<file path="src/sv/dpr_pkg.sv">
// Package for the delimited packet receiver.
// Holds the request kind codes and configuration register indexes; no dependencies.
`default_nettype none

package dpr_pkg;

    localparam int unsigned KIND_W  = 2;
    localparam int unsigned BYTE_W  = 8;
    localparam int unsigned INDEX_W = 7;
    localparam int unsigned CFG_W   = 2;

    typedef logic [KIND_W-1:0]  kind_t;
    typedef logic [BYTE_W-1:0]  byte_t;
    typedef logic [INDEX_W-1:0] index_t;
    typedef logic [CFG_W-1:0]   cfg_index_t;

    localparam kind_t KIND_RX   = 2'd0;
    localparam kind_t KIND_READ = 2'd1;
    localparam kind_t KIND_TAKE = 2'd2;

    localparam cfg_index_t CFG_START = 2'd0;
    localparam cfg_index_t CFG_END   = 2'd1;
    localparam cfg_index_t CFG_TERM  = 2'd2;

    localparam byte_t START_RESET = 8'h40;
    localparam byte_t END_RESET   = 8'h23;
    localparam byte_t TERM_RESET  = 8'h2E;

endpackage

`default_nettype wire

</file>
<file path="src/sv/dpr_ram.sv">
// Generic simple dual-port RAM with one write port and one registered read port.
// No dependencies.
`default_nettype none

module dpr_ram #(
    parameter int unsigned WIDTH = 8,
    parameter int unsigned DEPTH = 128
) (
    input  wire logic                     clk,
    input  wire logic                     we,
    input  wire logic [$clog2(DEPTH)-1:0] waddr,
    input  wire logic [WIDTH-1:0]         wdata,
    input  wire logic                     re,
    input  wire logic [$clog2(DEPTH)-1:0] raddr,
    output logic      [WIDTH-1:0]         rdata
);

    logic [WIDTH-1:0] mem_reg [DEPTH];
    logic [WIDTH-1:0] rdata_reg;

    always_ff @(posedge clk)
    begin
        if (we)
        begin
            mem_reg[waddr] <= wdata;
        end
        if (re)
        begin
            rdata_reg <= mem_reg[raddr];
        end
    end

    assign rdata = rdata_reg;

endmodule

`default_nettype wire

</file>
<file path="src/sv/delimited_packet_receiver_core.sv">
// Throughput: one item per cycle while in_stall is low; the payload RAM has one write and one read port.
// Reset clears phase, count and flags and loads the delimiter registers; the
// payload RAM is not cleared, as only entries below the current length are read.
// Depends on dpr_pkg and dpr_ram.
`default_nettype none

module delimited_packet_receiver_core #(
    parameter int unsigned PAYLOAD_DEPTH = 128
) (
    input  wire logic               clk,
    input  wire logic               rst_n,
    input  wire logic               in_valid,
    output logic                    in_stall,
    input  wire dpr_pkg::kind_t     kind,
    input  wire dpr_pkg::byte_t     rx_byte,
    input  wire dpr_pkg::index_t    read_index,
    output logic                    out_valid,
    input  wire logic               out_stall,
    output dpr_pkg::byte_t          read_data,
    output logic                    ready_res,
    output logic [7:0]              length,
    output logic                    overflow,
    input  wire logic               cfg_valid,
    output logic                    cfg_ready,
    input  wire dpr_pkg::cfg_index_t cfg_index,
    input  wire dpr_pkg::byte_t     cfg_data
);

    import dpr_pkg::*;

    localparam int unsigned AW = $clog2(PAYLOAD_DEPTH);
    localparam int unsigned CW = $clog2(PAYLOAD_DEPTH + 1);

    typedef enum logic [1:0] {
        PH_IDLE    = 2'd0,
        PH_PAYLOAD = 2'd1,
        PH_TAIL    = 2'd2
    } phase_t;

    phase_t          phase_reg, phase_next;
    logic [CW-1:0]   count_reg, count_next;
    logic            ready_reg, ready_next;
    logic            drop_reg, drop_next;
    byte_t           start_reg, end_reg, term_reg;

    logic            s1_valid_reg;
    logic            s1_rd_reg;
    logic            s1_ready_reg;
    logic [7:0]      s1_len_reg;
    logic            s1_ovf_reg;

    logic            out_valid_reg;
    byte_t           read_data_reg;
    logic            ready_res_reg;
    logic [7:0]      length_reg;
    logic            overflow_reg;

    logic            out_free;
    logic            s1_adv;
    logic            accept;
    logic            wr_en;
    logic            rd_en;
    byte_t           ram_q;

    assign out_free = !out_valid_reg || !out_stall;
    assign s1_adv   = s1_valid_reg && out_free;
    assign in_stall = s1_valid_reg && !out_free;
    assign accept   = in_valid && !in_stall;
    assign cfg_ready = 1'b1;

    // A read is only enabled below the current count, and the write goes to
    // the entry at the count, so the two ports never touch the same entry.
    assign rd_en = accept && (kind == KIND_READ)
                   && (32'(read_index) < 32'(count_reg));

    always_comb
    begin
        phase_next = phase_reg;
        count_next = count_reg;
        ready_next = ready_reg;
        drop_next  = drop_reg;
        wr_en      = 1'b0;
        if (kind == KIND_RX)
        begin
            unique case (phase_reg)
                PH_PAYLOAD:
                begin
                    if (rx_byte == end_reg)
                    begin
                        phase_next = PH_TAIL;
                    end
                    else if (32'(count_reg) < PAYLOAD_DEPTH)
                    begin
                        wr_en      = accept;
                        count_next = count_reg + CW'(1);
                    end
                    else
                    begin
                        drop_next = 1'b1;
                    end
                end
                PH_TAIL:
                begin
                    if (rx_byte == term_reg)
                    begin
                        phase_next = PH_IDLE;
                        ready_next = 1'b1;
                    end
                end
                default:
                begin
                    phase_next = PH_IDLE;
                    if (rx_byte == start_reg && !ready_reg)
                    begin
                        phase_next = PH_PAYLOAD;
                        count_next = '0;
                        drop_next  = 1'b0;
                    end
                end
            endcase
        end
        else if (kind == KIND_TAKE)
        begin
            ready_next = 1'b0;
        end
    end

    dpr_ram #(
        .WIDTH (BYTE_W),
        .DEPTH (PAYLOAD_DEPTH)
    ) u_payload_ram (
        .clk   (clk),
        .we    (wr_en),
        .waddr (count_reg[AW-1:0]),
        .wdata (rx_byte),
        .re    (rd_en),
        .raddr (AW'(read_index)),
        .rdata (ram_q)
    );

    always_ff @(posedge clk or negedge rst_n)
    begin
        if (!rst_n)
        begin
            phase_reg     <= PH_IDLE;
            count_reg     <= '0;
            ready_reg     <= 1'b0;
            drop_reg      <= 1'b0;
            start_reg     <= START_RESET;
            end_reg       <= END_RESET;
            term_reg      <= TERM_RESET;
            s1_valid_reg  <= 1'b0;
            out_valid_reg <= 1'b0;
        end
        else
        begin
            if (cfg_valid)
            begin
                unique case (cfg_index)
                    CFG_START: start_reg <= cfg_data;
                    CFG_END:   end_reg   <= cfg_data;
                    CFG_TERM:  term_reg  <= cfg_data;
                    default:   ;
                endcase
            end
            if (accept)
            begin
                phase_reg <= phase_next;
                count_reg <= count_next;
                ready_reg <= ready_next;
                drop_reg  <= drop_next;
            end
            if (accept)
            begin
                s1_valid_reg <= 1'b1;
            end
            else if (s1_adv)
            begin
                s1_valid_reg <= 1'b0;
            end
            if (s1_adv)
            begin
                out_valid_reg <= 1'b1;
            end
            else if (out_free)
            begin
                out_valid_reg <= 1'b0;
            end
        end
    end

    always_ff @(posedge clk)
    begin
        if (accept)
        begin
            s1_rd_reg    <= rd_en;
            s1_ready_reg <= ready_reg;
            s1_len_reg   <= 8'(count_next);
            s1_ovf_reg   <= drop_next;
        end
        if (s1_adv)
        begin
            read_data_reg <= s1_rd_reg ? ram_q : '0;
            ready_res_reg <= s1_ready_reg;
            length_reg    <= s1_len_reg;
            overflow_reg  <= s1_ovf_reg;
        end
    end

    assign out_valid = out_valid_reg;
    assign read_data = read_data_reg;
    assign ready_res = ready_res_reg;
    assign length    = length_reg;
    assign overflow  = overflow_reg;

endmodule

`default_nettype wire

</file>
<file path="config.mk">
export PLATFORM = sky130hd
export DESIGN_NAME = delimited_packet_receiver_core
export DESIGN_NICKNAME = d
export VERILOG_FILES = /design/src/sv/dpr_pkg.sv /design/src/sv/dpr_ram.sv /design/src/sv/delimited_packet_receiver_core.sv
export SDC_FILE = /design/constraint.sdc
export NUM_CORES = 1
export LEC_CHECK = 0
export BUFFER_PORTS_ARGS = -buffer_cell sky130_fd_sc_hd__buf_2
export CORE_MARGIN = 2
export CORE_UTILIZATION = 40
export CTS_CLUSTER_DIAMETER = 60
export CTS_CLUSTER_SIZE = 30
export DETAILED_ROUTE_END_ITERATION = 8
export PLACE_DENSITY = 0.57
export REMOVE_ABC_BUFFERS = 1
export SETUP_SLACK_MARGIN = 0.2
export SYNTH_ARGS = -nofsm -noshare
export SYNTH_HDL_FRONTEND = slang
export SYNTH_HIERARCHICAL = 1
export SYNTH_SLANG_ARGS = --single-unit
export TNS_END_PERCENT = 1
</file>
<file path="constraint.sdc">
create_clock -name clk -period 3.8 [get_ports clk]
set_input_delay 0.19 -clock clk [delete_from_list [all_inputs] [get_ports clk]]
set_output_delay 0.19 -clock clk [all_outputs]
set_load 0.01 [all_outputs]
</file>
==> metrics.md <==
| Metric | Value |
|---|---|
| Routed Antenna Nets | `0` |
| Total track usage | `18.98%` |
| Post-Syn Area | `0.04321 mm2` |
| Post-synth top area share | `between 70% and 80%` |
| Count of flip-flops with a built-in enable after synthesis | `1,061` |
| Worst path bufs/invs | `2` |
| CP startpoint | `end_reg[0]$_DFFE_PN1P_` |
| Pwr dens | `494.6 mW/mm2` |
| Initial antenna violation count | `7` |
| Max Root-Sink Buffers | `3` |
| Crit path DAT | `3460 ps` |
| R2R Path End | `u_payload_ram/mem_reg[10][2]$_DFFE_PP_` |
| Clock Latency Late Sink | `690 ps` |
| Fin worst setup slack | `699.8 ps` |
| CP delay by family, top | `simple AND/OR/NAND/NOR gates` |
| Postcts setup bufs | `0` |
| Die X | `332.7 um` |
| Sequential fraction of the synthesis area | `75.96%` |
| Outcome | `finished clean` |
| RSZ-0062 raised after global routing | `false` |
| Reg2reg path depth | `10` |
| Placed cell count | `3,468` |
| Vias | `20,650` |
| Rel. slew slack | `19.41%` |
| Slowest-stage cell, CP | `dfstp_2` |
| Most common cell on crit path | `nand2_1` |
| Initial core utilization | `40.36%` |
| Synth area leaders | `edfxtp_1 (74%), mux4_2 (18%), dfrtp_1 (1.7%)` |
| Worst-path clk slew | `90 ps` |
| CTS Buf Count | `80` |
| Warnings, synthesis | `6` |
| Detailed Routing Iterations Pass 1 | `7` |
| Largest register FFs | `1,024` |
| Setup TNS | `0 ps` |
| Clk sinks | `1,099` |
| Per-cell routed wire length | `around 29 um` |
| Mapped Avg Cell Area | `22.57 um2` |
| Predominant post-synthesis flop cell | `edfxtp_1` |
| DIE AREA | `0.1107 mm2` |
| TritonCTS clock tree | `done` |
| Tcrit/Tclk final | `81.58%` |
| Number of synthesized register bits | `1,099` |
| Worst Path Max Fanout | `10` |
| Setup crit end kind | `flip-flop` |
| Fraction of registers with async set/reset | `3.458%` |
| Vias per inst | `approximately 5.7` |
| Post-Layout Cell Count | `around 3,600` |
| Final Max Tran Viols | `0` |
| Placement Setup Slack | `just over 400 ps` |
| Post-Synthesis Cells | `around 1,900` |
| Slowest Stage Delay on Critical Path | `between 500 and 600 ps` |
| R2R Setup Slk | `700 ps` |
| P_leak | `0.01563 uW` |
| HPWL after DPL | `67.04 mm` |
| DRT iter0 DRCs | `2,213` |
| Critical Path RT | `~4200 ps` |
| Setup crit end | `u_payload_ram/mem_reg[10][2]$_DFFE_PP_` |
| Top Ports | `53` |
| Worst VDD drop | `between 0.3 and 0.4 mV` |
| Slew @ Worst Pin | `about 1200 ps` |
| Final WL | `104.0 mm` |
| Max_cap viols | `0` |
| # DRC | `0` |
| Largest net degree at the start of global routing | `102` |
| Post-layout util | `46.29%` |
| Total grt overflow | `0` |
| Worst-path cell chain | `xor2_1 > nor4_4 > nand2_2 > nand2_1 > nor3_1 > nor2b_1 > nand2_1 > buf_12 > nor2_1 > buf_4` |
| Nets@finish | `2,203` |
| Setup violators final | `0` |
| Post-layout minimum cycle time | `3100 ps` |
| Number of H-tree branching levels | `3` |
| Core area | `about 0.11 mm2` |
| Max Clock Skew | `60.52 ps` |
| Area after DPL | `0.04650 mm2` |
| Clock root cell | `clkbuf_16` |
| PortBufs | `51` |
| First-pass GRT wire length | `151.8 mm` |
| Reg-to-Reg Start | `end_reg[0]$_DFFE_PN1P_` |
| Die Y-Extent | `332.7 um` |
| Worst Hold Class | `input port to flip-flop` |
| Final Hold Viols | `0` |
| Crit start category | `flip-flop` |
| Netlist cell types | `slightly below 70` |
| Vias in the first global route | `21,240` |
| Crit path depth | `10` |
| Placer's final routability congestion estimate | `between 0.8 and 0.9` |
| Critical Setup Path Class | `flip-flop to flip-flop` |
| Dominant cell type by area after synthesis | `edfxtp_1` |
| Max frequency | `between 300 and 400 MHz` |
| FP Rows | `between 100 and 150` |
| Finished Cell Area | `0.04956 mm2` |
| Area Growth Syn to Fin | `14.70%` |
| Layout cells sized above 1 | `35.19%` |
worst min-delay path, stage by stage:
cell	delay, ps
buf_2	120
or2_4	130
or4_4	170
o31ai_1	70
cell type report:
type | count | area (um2)
diodes | 1 | 2.502
clock buffers | 84 | 2017
clock inverters | 64 | 885.9
fillers | 8769 | 57490
inverters | 14 | 66.31
multi-input cells | 707 | 9892
flip-flops and latches | 1099 | 32820
well taps | 1403 | 1755
repair buffers | 260 | 2120
layout by cell type (no fill, tap or decap), types with 11 or more instances in the layout:
master	count
clkbuf_16	80
nor2_1	136
xor2_1	24
mux4_2	336
inv_6	11
buf_2	39
dlygate4sd3_1	15
mux2_2	32
buf_4	187
inv_1	11
dfrtp_1	30
nand3_1	16
nand2_1	27
edfxtp_1	1061
buf_12	17
nor3_1	17
synth_stat cells (2+ instances only):
library cell and number:
a211o_1 2, a211oi_1 2, a21o_1 3, a21oi_1 7, a221o_1 2, a22o_1 6
a31oi_1 2, and2_1 9, and3_1 2, buf_1 18, buf_2 15, buf_4 12
buf_6 2, clkbuf_1 47, dfrtp_1 30, dfstp_2 8, edfxtp_1 1061, ha_1 9
inv_1 11, inv_2 2, mux2_2 32, mux2i_1 2, mux4_2 336, nand2_1 27
nand2b_1 4, nand3_1 16, nand3b_1 2, nand4_1 9, nor2_1 136, nor2b_1 8
nor3_1 17, nor4_1 2, nor4_4 3, o2111ai_1 2, o211ai_1 2, o21ai_0 5
o21ai_1 3, o31ai_1 3, or4_4 3, xor2_1 24
repair_timing:
item,CTS,global route
endpoints found under the setup margin,0,0
hold endpoints to repair,68,0
gates resized for setup,0,0
hold buffers,15,0
per-layer routing:
layer	wire length (um)	global-route usage, %
met4	2738	5.580
met5	13	0
met2	49950	30.13
met1	45550	27.84
met3	5795	2.221
metrics by stage:
stage | hold WS, ps | power, uW
2_1_floorplan | -105.6 | 14560
3_3_place_gp | 337.4 | 15430
3_5_place_dp | 362.7 | 15460
4_1_cts | 37.70 | 24760
5_1_grt | 87.01 | 25290
6_report | 76.58 | 24510
how the worst min path moves through the flow:
stage,to,startpoint,cells past startpoint
global route,count_reg[2]$_DFFE_PN0N_,kind[0],4
global placement,out_valid$_DFFE_PN0P_,rst_n,1
finish,count_reg[2]$_DFFE_PN0N_,kind[0],4
floorplan,count_reg[0]$_DFFE_PN0N_,rst_n,0
CTS,count_reg[2]$_DFFE_PN0N_,kind[0],4
detailed placement,out_valid$_DFFE_PN0P_,rst_n,1
report_power, final:
group | switching (uW) | leakage, uW | internal (uW)
logic | 961 | 0.00421 | 655
registers | 155 | 0.0100 | 13400
clock network | 4760 | 0.00140 | 4580
total | 5870 | 0.0156 | 18600
logic make-up after synthesis:
logic type               Yosys count  synth area share (%)
AO/OA/AOI/OAI                     54                0.9701
XOR/XNOR                          25                0.5068
adder cells (fa/ha/maj)            9                0.2606
buffers and inverters            108                 1.153
flip-flops                      1099                 75.96
multiplexers                     370                 18.39
other                              1              0.008679
AND/OR/NAND/NOR                  248                 2.745
(Power assumes the default switching activity.)
